===== src/wli_pkg.sv =====
// ----------------------------------------------------------------------------
// wli_pkg
// Shared types and constants of the 3D waypoint interpolator: widths,
// register reset value, controller states and controller/datapath bundles.
// ----------------------------------------------------------------------------
`default_nettype none

package wli_pkg;

    // default geometry
    localparam int COORD_WIDTH_DEF = 22;
    localparam int MAX_STEPS_DEF   = 64;

    // step resolution register
    localparam int          RES_W     = 21;
    localparam logic [20:0] RES_RESET = 21'd13107;

    // controller states
    typedef enum logic [2:0] {
        S_IDLE,
        S_SQ,
        S_ROOT,
        S_SINIT,
        S_SDIV,
        S_AINIT,
        S_ADIV,
        S_EMIT
    } state_t;

    // commands from controller to datapath
    typedef struct packed {
        logic       in_ready;
        logic       sq_step;
        logic [1:0] sq_sel;
        logic       root_step;
        logic       sdiv_init;
        logic       sdiv_step;
        logic       adiv_init;
        logic       adiv_step;
        logic       emit_step;
    } cmd_t;

    // status from datapath to controller
    typedef struct packed {
        logic seg;       // accepted waypoint closes a segment
        logic out_free;  // output register can take a point
        logic last;      // next point is the final one of the segment
    } sts_t;

endpackage

`default_nettype wire


===== src/wli_if.sv =====
// ----------------------------------------------------------------------------
// wli_if
// Valid/ready channels: waypoint input and interpolated point output.
// ----------------------------------------------------------------------------
`default_nettype none

interface wli_wp_if #(parameter int W = 22);
    logic                valid;
    logic                ready;
    logic signed [W-1:0] in_x;
    logic signed [W-1:0] in_y;
    logic signed [W-1:0] in_z;
    logic                path_start;

    modport source (output valid, in_x, in_y, in_z, path_start, input ready);
    modport sink   (input valid, in_x, in_y, in_z, path_start, output ready);
endinterface

interface wli_pt_if #(parameter int W = 22);
    logic                valid;
    logic                ready;
    logic signed [W-1:0] out_x;
    logic signed [W-1:0] out_y;
    logic signed [W-1:0] out_z;
    logic                segment_last;
    logic                steps_clipped;

    modport source (output valid, out_x, out_y, out_z, segment_last, steps_clipped,
                    input ready);
    modport sink   (input valid, out_x, out_y, out_z, segment_last, steps_clipped,
                    output ready);
endinterface

`default_nettype wire


===== src/wli_dp.sv =====
// ----------------------------------------------------------------------------
// wli_dp
// Datapath: previous waypoint, deltas, squared distance, bit-serial square
// root, step count division, per-axis increment division and point stepping.
// ----------------------------------------------------------------------------
`default_nettype none

module wli_dp #(
    parameter int COORD_WIDTH = 22,
    parameter int MAX_STEPS   = 64
) (
    input  wire logic                          clk,
    input  wire logic                          rst_n,
    input  wire logic                          cfg_we,
    input  wire logic [wli_pkg::RES_W-1:0]     cfg_data,
    input  wire logic                          in_valid,
    input  wire logic signed [COORD_WIDTH-1:0] in_x,
    input  wire logic signed [COORD_WIDTH-1:0] in_y,
    input  wire logic signed [COORD_WIDTH-1:0] in_z,
    input  wire logic                          path_start,
    output logic                               out_valid,
    input  wire logic                          out_ready,
    output logic signed [COORD_WIDTH-1:0]      out_x,
    output logic signed [COORD_WIDTH-1:0]      out_y,
    output logic signed [COORD_WIDTH-1:0]      out_z,
    output logic                               segment_last,
    output logic                               steps_clipped,
    input  wire wli_pkg::cmd_t                 cmd,
    output wli_pkg::sts_t                      sts
);
    import wli_pkg::*;

    localparam int CW  = COORD_WIDTH;
    localparam int SW  = 2 * CW + 2;           // squared distance width
    localparam int RTW = CW + 1;               // root width
    localparam int RMW = CW + 2;               // root remainder width
    localparam int SBW = $clog2(MAX_STEPS + 1);

    logic              accept;
    logic [CW-1:0]     in_c   [3];

    // waypoint state
    logic [CW-1:0]     prev_reg  [3];
    logic              have_prev_reg;
    logic [CW-1:0]     start_reg [3];
    logic [CW-1:0]     mag_reg   [3];
    logic              neg_reg   [3];

    // distance
    logic [SW-1:0]     sum_reg;
    logic [RTW-1:0]    root_reg;
    logic [RMW-1:0]    rem_reg;

    // step count division
    logic [RTW-1:0]    sq_reg;
    logic [RES_W-1:0]  sr_reg;
    logic [RES_W-1:0]  res_reg;
    logic [RES_W-1:0]  res_eff;

    // axis division and stepping
    logic [SBW-1:0]    steps_reg;
    logic              clip_reg;
    logic [CW-1:0]     aq_reg [3];
    logic [SBW-1:0]    ar_reg [3];
    logic [CW-1:0]     qa_reg [3];
    logic [SBW-1:0]    ra_reg [3];
    logic [SBW-1:0]    j_reg;

    // output register
    logic              out_valid_reg;
    logic [CW-1:0]     out_reg [3];
    logic              out_last_reg;
    logic              out_clip_reg;

    // combinational
    logic [CW:0]       delta  [3];
    logic [CW-1:0]     mag_sel;
    logic [2*CW-1:0]   prod;
    logic [RMW+1:0]    rt_sh;
    logic [RMW+1:0]    rt_trial;
    logic [RES_W:0]    sd_sh;
    logic [SBW:0]      ad_sh  [3];
    logic [SBW:0]      r_sum  [3];
    logic              r_ge   [3];
    logic [CW:0]       pt     [3];
    logic [SBW-1:0]    steps_next;

    assign accept  = in_valid && cmd.in_ready;
    assign in_c[0] = in_x;
    assign in_c[1] = in_y;
    assign in_c[2] = in_z;
    assign res_eff = (res_reg == '0) ? RES_W'(1) : res_reg;

    // deltas, squaring and per-lane arithmetic
    always_comb
    begin
        for (int l = 0; l < 3; l++)
        begin
            delta[l] = {in_c[l][CW-1], in_c[l]} - {prev_reg[l][CW-1], prev_reg[l]};
            ad_sh[l] = {ar_reg[l], aq_reg[l][CW-1]};
            r_sum[l] = {1'b0, ra_reg[l]} + {1'b0, ar_reg[l]};
            r_ge[l]  = r_sum[l] >= {1'b0, steps_reg};
            if (neg_reg[l])
                pt[l] = {start_reg[l][CW-1], start_reg[l]} - {1'b0, qa_reg[l]};
            else
                pt[l] = {start_reg[l][CW-1], start_reg[l]} + {1'b0, qa_reg[l]};
        end
        case (cmd.sq_sel)
            2'd0:    mag_sel = mag_reg[0];
            2'd1:    mag_sel = mag_reg[1];
            default: mag_sel = mag_reg[2];
        endcase
        prod     = mag_sel * mag_sel;
        rt_sh    = {rem_reg, sum_reg[SW-1:SW-2]};
        rt_trial = {1'b0, root_reg, 2'b01};
        sd_sh    = {sr_reg, sq_reg[RTW-1]};
        if (sq_reg == '0)
            steps_next = SBW'(1);
        else if (sq_reg > RTW'(MAX_STEPS))
            steps_next = SBW'(MAX_STEPS);
        else
            steps_next = sq_reg[SBW-1:0];
    end

    // control state with reset
    always_ff @(posedge clk or negedge rst_n)
    begin
        if (!rst_n)
        begin
            have_prev_reg <= 1'b0;
            out_valid_reg <= 1'b0;
            res_reg       <= RES_RESET;
            for (int l = 0; l < 3; l++)
                prev_reg[l] <= '0;
        end
        else
        begin
            if (cfg_we)
                res_reg <= cfg_data;
            if (accept)
            begin
                have_prev_reg <= 1'b1;
                for (int l = 0; l < 3; l++)
                    prev_reg[l] <= in_c[l];
            end
            if (cmd.emit_step)
                out_valid_reg <= 1'b1;
            else if (out_ready)
                out_valid_reg <= 1'b0;
        end
    end

    // arithmetic registers
    always_ff @(posedge clk)
    begin
        if (accept)
        begin
            sum_reg  <= '0;
            root_reg <= '0;
            rem_reg  <= '0;
            for (int l = 0; l < 3; l++)
            begin
                start_reg[l] <= prev_reg[l];
                neg_reg[l]   <= delta[l][CW];
                mag_reg[l]   <= delta[l][CW] ? CW'(-delta[l]) : delta[l][CW-1:0];
            end
        end
        // squared distance, one axis per cycle
        if (cmd.sq_step)
            sum_reg <= sum_reg + SW'(prod);
        // square root, one result bit per cycle
        if (cmd.root_step)
        begin
            sum_reg <= sum_reg << 2;
            if (rt_sh >= rt_trial)
            begin
                rem_reg  <= RMW'(rt_sh - rt_trial);
                root_reg <= {root_reg[RTW-2:0], 1'b1};
            end
            else
            begin
                rem_reg  <= rt_sh[RMW-1:0];
                root_reg <= {root_reg[RTW-2:0], 1'b0};
            end
        end
        // distance over resolution, restoring
        if (cmd.sdiv_init)
        begin
            sq_reg <= root_reg;
            sr_reg <= '0;
        end
        if (cmd.sdiv_step)
        begin
            if (sd_sh >= {1'b0, res_eff})
            begin
                sr_reg <= RES_W'(sd_sh - {1'b0, res_eff});
                sq_reg <= {sq_reg[RTW-2:0], 1'b1};
            end
            else
            begin
                sr_reg <= sd_sh[RES_W-1:0];
                sq_reg <= {sq_reg[RTW-2:0], 1'b0};
            end
        end
        // step count and axis division setup
        if (cmd.adiv_init)
        begin
            steps_reg <= steps_next;
            clip_reg  <= sq_reg > RTW'(MAX_STEPS);
            j_reg     <= '0;
            for (int l = 0; l < 3; l++)
            begin
                aq_reg[l] <= mag_reg[l];
                ar_reg[l] <= '0;
                qa_reg[l] <= '0;
                ra_reg[l] <= '0;
            end
        end
        // magnitude over steps, three lanes
        if (cmd.adiv_step)
        begin
            for (int l = 0; l < 3; l++)
            begin
                if (ad_sh[l] >= {1'b0, steps_reg})
                begin
                    ar_reg[l] <= SBW'(ad_sh[l] - {1'b0, steps_reg});
                    aq_reg[l] <= {aq_reg[l][CW-2:0], 1'b1};
                end
                else
                begin
                    ar_reg[l] <= ad_sh[l][SBW-1:0];
                    aq_reg[l] <= {aq_reg[l][CW-2:0], 1'b0};
                end
            end
        end
        // emit a point and advance the offsets
        if (cmd.emit_step)
        begin
            out_last_reg <= sts.last;
            out_clip_reg <= clip_reg;
            j_reg        <= j_reg + SBW'(1);
            for (int l = 0; l < 3; l++)
            begin
                out_reg[l] <= pt[l][CW-1:0];
                if (r_ge[l])
                begin
                    qa_reg[l] <= qa_reg[l] + aq_reg[l] + CW'(1);
                    ra_reg[l] <= SBW'(r_sum[l] - {1'b0, steps_reg});
                end
                else
                begin
                    qa_reg[l] <= qa_reg[l] + aq_reg[l];
                    ra_reg[l] <= r_sum[l][SBW-1:0];
                end
            end
        end
    end

    assign sts.seg      = !path_start && have_prev_reg;
    assign sts.out_free = !out_valid_reg || out_ready;
    assign sts.last     = ({1'b0, j_reg} + (SBW+1)'(1)) == {1'b0, steps_reg};

    assign out_valid     = out_valid_reg;
    assign out_x         = out_reg[0];
    assign out_y         = out_reg[1];
    assign out_z         = out_reg[2];
    assign segment_last  = out_last_reg;
    assign steps_clipped = out_clip_reg;

    // checks
    a_steps_nonzero: assert property (@(posedge clk) disable iff (!rst_n)
        cmd.emit_step |-> steps_reg != '0)
        else $error("step count zero while emitting");
    a_rem_bound: assert property (@(posedge clk) disable iff (!rst_n)
        cmd.emit_step |-> ra_reg[0] < steps_reg && ra_reg[1] < steps_reg)
        else $error("offset remainder out of range");
    a_emit_loads: assert property (@(posedge clk) disable iff (!rst_n)
        cmd.emit_step |=> out_valid_reg)
        else $error("emitted point not presented");

endmodule

`default_nettype wire


===== src/wli_ctrl.sv =====
// ----------------------------------------------------------------------------
// wli_ctrl
// Controller: sequences squaring, square root, divisions and point emission.
// ----------------------------------------------------------------------------
`default_nettype none

module wli_ctrl #(
    parameter int COORD_WIDTH = 22
) (
    input  wire logic          clk,
    input  wire logic          rst_n,
    input  wire logic          in_valid,
    input  wire wli_pkg::sts_t sts,
    output wli_pkg::cmd_t      cmd
);
    import wli_pkg::*;

    localparam int CNT_W = $clog2(COORD_WIDTH + 2);

    state_t           state_reg, state_next;
    logic [CNT_W-1:0] cnt_reg, cnt_next;

    // state register
    always_ff @(posedge clk or negedge rst_n)
    begin
        if (!rst_n)
        begin
            state_reg <= S_IDLE;
            cnt_reg   <= '0;
        end
        else
        begin
            state_reg <= state_next;
            cnt_reg   <= cnt_next;
        end
    end

    // next state and commands
    always_comb
    begin
        state_next = state_reg;
        cnt_next   = cnt_reg + CNT_W'(1);
        cmd        = '0;
        cmd.sq_sel = cnt_reg[1:0];
        unique case (state_reg)
            S_IDLE:
            begin
                cmd.in_ready = 1'b1;
                cnt_next     = '0;
                if (in_valid && sts.seg)
                    state_next = S_SQ;
            end
            S_SQ:
            begin
                cmd.sq_step = 1'b1;
                if (cnt_reg == CNT_W'(2))
                begin
                    cnt_next   = '0;
                    state_next = S_ROOT;
                end
            end
            S_ROOT:
            begin
                cmd.root_step = 1'b1;
                if (cnt_reg == CNT_W'(COORD_WIDTH))
                    state_next = S_SINIT;
            end
            S_SINIT:
            begin
                cmd.sdiv_init = 1'b1;
                cnt_next      = '0;
                state_next    = S_SDIV;
            end
            S_SDIV:
            begin
                cmd.sdiv_step = 1'b1;
                if (cnt_reg == CNT_W'(COORD_WIDTH))
                    state_next = S_AINIT;
            end
            S_AINIT:
            begin
                cmd.adiv_init = 1'b1;
                cnt_next      = '0;
                state_next    = S_ADIV;
            end
            S_ADIV:
            begin
                cmd.adiv_step = 1'b1;
                if (cnt_reg == CNT_W'(COORD_WIDTH - 1))
                    state_next = S_EMIT;
            end
            S_EMIT:
            begin
                cmd.emit_step = sts.out_free;
                if (sts.out_free && sts.last)
                    state_next = S_IDLE;
            end
            default:
                state_next = S_IDLE;
        endcase
    end

    a_last_ends: assert property (@(posedge clk) disable iff (!rst_n)
        (state_reg == S_EMIT && sts.out_free && sts.last) |=> state_reg == S_IDLE)
        else $error("segment did not end after final point");

endmodule

`default_nettype wire


===== src/waypoint_linear_interpolator_3d.sv =====
// ----------------------------------------------------------------------------
// waypoint_linear_interpolator_3d
// Turns a waypoint stream into evenly spaced points on each straight segment.
//
//   channel   dir  handshake     payload
//   wp_in     in   valid/ready   in_x, in_y, in_z, path_start
//   pt_out    out  valid/ready   out_x, out_y, out_z, segment_last, steps_clipped
//   cfg       in   cfg_we        cfg_data = step_resolution
//
// A path start waypoint only primes the previous point. A segment runs setup
// (transfer, squaring, bit-serial root, two restoring dividers), then emits
// one point per cycle, up to MAX_STEPS. Output stalls hold the emitter; the
// last point sits in the output register while the next waypoint is taken.
// Reset is async.
// ----------------------------------------------------------------------------
`default_nettype none

module waypoint_linear_interpolator_3d #(
    parameter int COORD_WIDTH = wli_pkg::COORD_WIDTH_DEF,
    parameter int MAX_STEPS   = wli_pkg::MAX_STEPS_DEF
) (
    input  wire logic                      clk,
    input  wire logic                      rst_n,
    input  wire logic                      cfg_we,
    input  wire logic [wli_pkg::RES_W-1:0] cfg_data,
    wli_wp_if.sink                         wp_in,
    wli_pt_if.source                       pt_out
);
    import wli_pkg::*;

    cmd_t cmd;
    sts_t sts;

    assign wp_in.ready = cmd.in_ready;

    // sequencer
    wli_ctrl #(
        .COORD_WIDTH(COORD_WIDTH)
    ) u_ctrl (
        .clk      (clk),
        .rst_n    (rst_n),
        .in_valid (wp_in.valid),
        .sts      (sts),
        .cmd      (cmd)
    );

    // arithmetic
    wli_dp #(
        .COORD_WIDTH(COORD_WIDTH),
        .MAX_STEPS  (MAX_STEPS)
    ) u_dp (
        .clk           (clk),
        .rst_n         (rst_n),
        .cfg_we        (cfg_we),
        .cfg_data      (cfg_data),
        .in_valid      (wp_in.valid),
        .in_x          (wp_in.in_x),
        .in_y          (wp_in.in_y),
        .in_z          (wp_in.in_z),
        .path_start    (wp_in.path_start),
        .out_valid     (pt_out.valid),
        .out_ready     (pt_out.ready),
        .out_x         (pt_out.out_x),
        .out_y         (pt_out.out_y),
        .out_z         (pt_out.out_z),
        .segment_last  (pt_out.segment_last),
        .steps_clipped (pt_out.steps_clipped),
        .cmd           (cmd),
        .sts           (sts)
    );

endmodule

`default_nettype wire

===== src/flat_wrapper.sv =====
// flat-port wrapper written by rule: the top's interface ports become plain ports
module waypoint_linear_interpolator_3d_flat import wli_pkg::*;
#(
    parameter int COORD_WIDTH = wli_pkg::COORD_WIDTH_DEF,
    parameter int MAX_STEPS   = wli_pkg::MAX_STEPS_DEF
)
  (clk, rst_n, cfg_we, cfg_data, wp_in_valid, wp_in_in_x, wp_in_in_y, wp_in_in_z, wp_in_path_start, wp_in_ready, pt_out_valid, pt_out_out_x, pt_out_out_y, pt_out_out_z, pt_out_segment_last, pt_out_steps_clipped, pt_out_ready);
  wli_wp_if wp_in_i ();
  wli_pt_if pt_out_i ();
  input  wire logic clk;
  input  wire logic rst_n;
  input  wire logic cfg_we;
  input  wire logic [wli_pkg::RES_W-1:0] cfg_data;
  input wire logic [$bits(wp_in_i.valid)-1:0] wp_in_valid;
  input wire logic [$bits(wp_in_i.in_x)-1:0] wp_in_in_x;
  input wire logic [$bits(wp_in_i.in_y)-1:0] wp_in_in_y;
  input wire logic [$bits(wp_in_i.in_z)-1:0] wp_in_in_z;
  input wire logic [$bits(wp_in_i.path_start)-1:0] wp_in_path_start;
  output wire logic [$bits(wp_in_i.ready)-1:0] wp_in_ready;
  output wire logic [$bits(pt_out_i.valid)-1:0] pt_out_valid;
  output wire logic [$bits(pt_out_i.out_x)-1:0] pt_out_out_x;
  output wire logic [$bits(pt_out_i.out_y)-1:0] pt_out_out_y;
  output wire logic [$bits(pt_out_i.out_z)-1:0] pt_out_out_z;
  output wire logic [$bits(pt_out_i.segment_last)-1:0] pt_out_segment_last;
  output wire logic [$bits(pt_out_i.steps_clipped)-1:0] pt_out_steps_clipped;
  input wire logic [$bits(pt_out_i.ready)-1:0] pt_out_ready;
  assign wp_in_i.valid = wp_in_valid;
  assign wp_in_i.in_x = wp_in_in_x;
  assign wp_in_i.in_y = wp_in_in_y;
  assign wp_in_i.in_z = wp_in_in_z;
  assign wp_in_i.path_start = wp_in_path_start;
  assign wp_in_ready = wp_in_i.ready;
  assign pt_out_valid = pt_out_i.valid;
  assign pt_out_out_x = pt_out_i.out_x;
  assign pt_out_out_y = pt_out_i.out_y;
  assign pt_out_out_z = pt_out_i.out_z;
  assign pt_out_segment_last = pt_out_i.segment_last;
  assign pt_out_steps_clipped = pt_out_i.steps_clipped;
  assign pt_out_i.ready = pt_out_ready;
  waypoint_linear_interpolator_3d #(.COORD_WIDTH(COORD_WIDTH), .MAX_STEPS(MAX_STEPS)) u_core (.clk(clk), .rst_n(rst_n), .cfg_we(cfg_we), .cfg_data(cfg_data), .wp_in(wp_in_i), .pt_out(pt_out_i));
endmodule

===== config.mk =====
export PLATFORM = sky130hd
export DESIGN_NAME = waypoint_linear_interpolator_3d_flat
export DESIGN_NICKNAME = d
export VERILOG_FILES = /design/src/wli_pkg.sv /design/src/wli_if.sv /design/src/wli_dp.sv /design/src/wli_ctrl.sv /design/src/waypoint_linear_interpolator_3d.sv /design/src/flat_wrapper.sv
export SDC_FILE = /design/constraint.sdc
export NUM_CORES = 2
export LEC_CHECK = 0
export CAP_MARGIN = 20
export CORE_ASPECT_RATIO = 1.5
export CORE_UTILIZATION = 65
export DETAILED_ROUTE_END_ITERATION = 10
export DONT_BUFFER_PORTS = 1
export PLACE_DENSITY = 0.81
export SETUP_SLACK_MARGIN = 0.5
export SKIP_CTS_REPAIR_TIMING = 1
export SLEW_MARGIN = 30
export SYNTH_ARGS = -nofsm -noshare
export SYNTH_HDL_FRONTEND = slang
export SYNTH_SLANG_ARGS = --single-unit

===== constraint.sdc =====
create_clock -name clk -period 16.9 [get_ports clk]
set_input_delay 2.535 -clock clk [delete_from_list [all_inputs] [get_ports clk]]
set_output_delay 2.535 -clock clk [all_outputs]
set_load 0.005 [all_outputs]

==> results.md <==
- Run status: complete, but fails checks
- Failing checks: DRC
- Root buf cell: clkbuf_16
- R2r worst-path depth: 30
- Async S/R FF share, synth: 0.155
- Total clock sinks: 626
- Hpwl dp: 109 mm
- Clock H-tree levels: 2
- Mux cell area share after synthesis: 0.0101
- Most frequent cells in the layout: inv_1, nand2_1, nor2_1
- Yosys cell types: 99
- Simple-gate share of the synthesized area: 0.137
- Gr ovfl total: 0
- IO Count: 163
- Fillcell total: 6,440
- Leak pwr: 26.3 nW
- Worst skew pair latency: 710 ps
- XOR/XNOR Fraction of Synth Area: 0.0699
- Total number of vias: 42,700
- Synthesized area: 56,100 µm²
- CTS Buf Count: 61
- Crit path DAT: 11,200 ps
- Post-Syn Nets: 6,881
- Min-delay src: u_core.u_dp.prev_reg[45]$_DFFE_PN0P_
- Critical R2R Capture: u_core.u_dp.sum_reg[40]$_DFFE_PP_
- First-pass GRT wire length: 228 mm
- CP endpoint kind: flip-flop
- Die ar.: 87,500 µm²
- Maxcap violations: 0
- Tcrit/Tclk final: 0.641
- Worst min-delay path class: flip-flop to flip-flop
- Critical path's largest stage delay: 880 ps
- Total Routing Usage GR: 0.329
- Max-slew headroom: 0.271
- # DRC: 1
- Final Max Tran Viols: 0
- Nets: 6,823
- Core area: 85,200 µm²
- Avg Cell Area, Syn: 9.51 µm²
- WP data required: 17,270 ps
- Worst-path clk slew: 70 ps
- # rows: 131
- Routed Antenna Nets: 0
- CTS tree: yes
- Post-Route WL: 141 mm
- Number of synthesized flops with an enable pin: 526
- Slowest-stage cell, CP: a21oi_1
- Largest net degree at the start of global routing: 168
- Power, Total: 4.77 mW
- Min-Delay Path Depth: 0
- Vias in the first global route: 44,000
- RSZ-0062 raised after global routing: false
- Sum Neg Setup Slack: 0 ps
- Crit-path max FO: 26
- Final min period: 10,830 ps
- Register area share after synthesis: 0.326
- Fmax: 92.3 MHz
- Area Growth Syn to Fin: 5.76%
- Compound-Gate Fraction of Synth Area: 0.137
- # diodes: 0
- Drt wl/cell: 20.1 µm
- Crit path launch type: flip-flop
- Area contributors post-synth: edfxtp_1, fa_1, ha_1
- Largest family of logic cells by synthesized area: adder cells
- Reg2reg setup slack: 6070 ps
- Setup Viol. Count Final: 0
- Hold Vio Cnt, Final: 0
- FF+latch count, synth: 626
- Gpl congestion: 0.940
- Commonest register cell after synthesis: edfxtp_1
- Starting DRC count in detailed routing: 2,669
- Vias per inst: 6.08
- Adder-Cell Fraction of Synth Area: 0.253
- Setup Crit Path Kind: flip-flop to flip-flop
- Maximum vdd drop: 81.7 µV
- P per Cell Area: 80.4 nW/µm²
- Gate Count Post-Synth: 5,901
- Most common cell after layout, fill and taps aside: inv_1
- Synth warn: 0
- Clk_skew: 62.2 ps
- Chip width: 242 µm
- Initial core utilization: 0.658
- Drt pass-1 iters: 9
- Hold Path End: u_core.u_dp.start_reg[0][1]$_DFFE_PP_
- Clk buf depth: 3
- IO buf count: 0
- Initial antenna violation count: 2
- Leading area contributor after synthesis: edfxtp_1
- Top-area cell type share of the netlist area: 0.281
- Worst reg2reg path startpoint: u_core.u_ctrl.cnt_reg[0]$_DFF_PN0_
- Die height: 362 µm
- Share of cells above drive strength 1: 0.0373
- Worst slew pin tran: 1090 ps
-- cells in the mapped netlist (83+ instances only) --
| library cell | n |
|---|---|
| a21o_1 | 119 |
| dfrtp_1 | 89 |
| nand3_1 | 83 |
| edfxtp_1 | 526 |
| xnor2_1 | 323 |
| ha_1 | 473 |
| clkbuf_1 | 141 |
| fa_1 | 414 |
| nand2_1 | 588 |
| xor2_1 | 125 |
| a21oi_1 | 328 |
| nor2_1 | 541 |
| o21ai_0 | 314 |
| nor3_1 | 92 |
| inv_1 | 833 |
-- per-layer routing --
| metal | track usage | wire length (µm) |
|---|---|---|
| met4 | 0.216 | 10800 |
| met1 | 0.364 | 50600 |
| met3 | 0.0504 | 8650 |
| met2 | 0.586 | 71400 |
| met5 | 0 | 22 |
-- worst max-delay path, delay by kind of cell (launching register included) --
family	cells	cell delay, ps
flip-flops	1	430
adder cells (fa/ha/maj)	9	4690
AO/OA/AOI/OAI	9	2640
AND/OR/NAND/NOR	4	1300
buffers and inverters	8	1390
-- worst max path at each step --
stage,from,to,slack [ps],cells past startpoint
after floorplan,u_core.u_ctrl.cnt_reg[0]$_DFF_PN0_,u_core.u_dp.sum_reg[40]$_DFFE_PP_,8480,30
after global placement,u_core.u_ctrl.cnt_reg[0]$_DFF_PN0_,u_core.u_dp.sum_reg[40]$_DFFE_PP_,6780,30
after detailed placement,u_core.u_ctrl.cnt_reg[0]$_DFF_PN0_,u_core.u_dp.sum_reg[40]$_DFFE_PP_,6470,30
after CTS,u_core.u_ctrl.cnt_reg[0]$_DFF_PN0_,u_core.u_dp.sum_reg[40]$_DFFE_PP_,6360,30
after global routing,u_core.u_ctrl.cnt_reg[0]$_DFF_PN0_,u_core.u_dp.sum_reg[38]$_DFFE_PP_,5690,30
final,u_core.u_ctrl.cnt_reg[0]$_DFF_PN0_,u_core.u_dp.sum_reg[40]$_DFFE_PP_,6070,30
-- logic make-up after synthesis --
| kind of cell | count (synthesis) |
|---|---|
| and+or+nand+nor | 1684 |
| xor gates and xnor gates | 448 |
| DFF | 626 |
| buffers and inverters | 999 |
| muxes | 56 |
| adders and majority gates | 887 |
| AOI/OAI and AO/OA | 1201 |
-- layout make-up --
type	instances	area, µm²	share of cell area
inverter	843	3180	0.0536
multi-input combinational	4276	34200	0.575
tap	1130	1410	0.0238
clock inverter	42	475	0.00801
clock buffer	73	1570	0.0265
timing repair buffer	35	270	0.00455
sequential	626	18300	0.308
-- stage by stage --
step	hold WS (ps)	util	cells	setup slack, ps	instance area, µm²
after floorplan	400	-	5901	8480	56100
after global placement	428	0.672	6910	6780	57300
after detailed placement	432	0.672	6910	6470	57300
after CTS	447	0.696	7025	6360	59300
after global routing	457	0.696	7025	5690	59400
final	446	0.696	7025	6070	59400
-- report_power, final --
group	leakage (nW)	internal, mW	switching, mW
combinational	19.9	0.593	0.765
clock	0.984	0.767	0.659
sequential	5.46	1.87	0.122
Note: power is estimated with default switching activity, not from simulation.
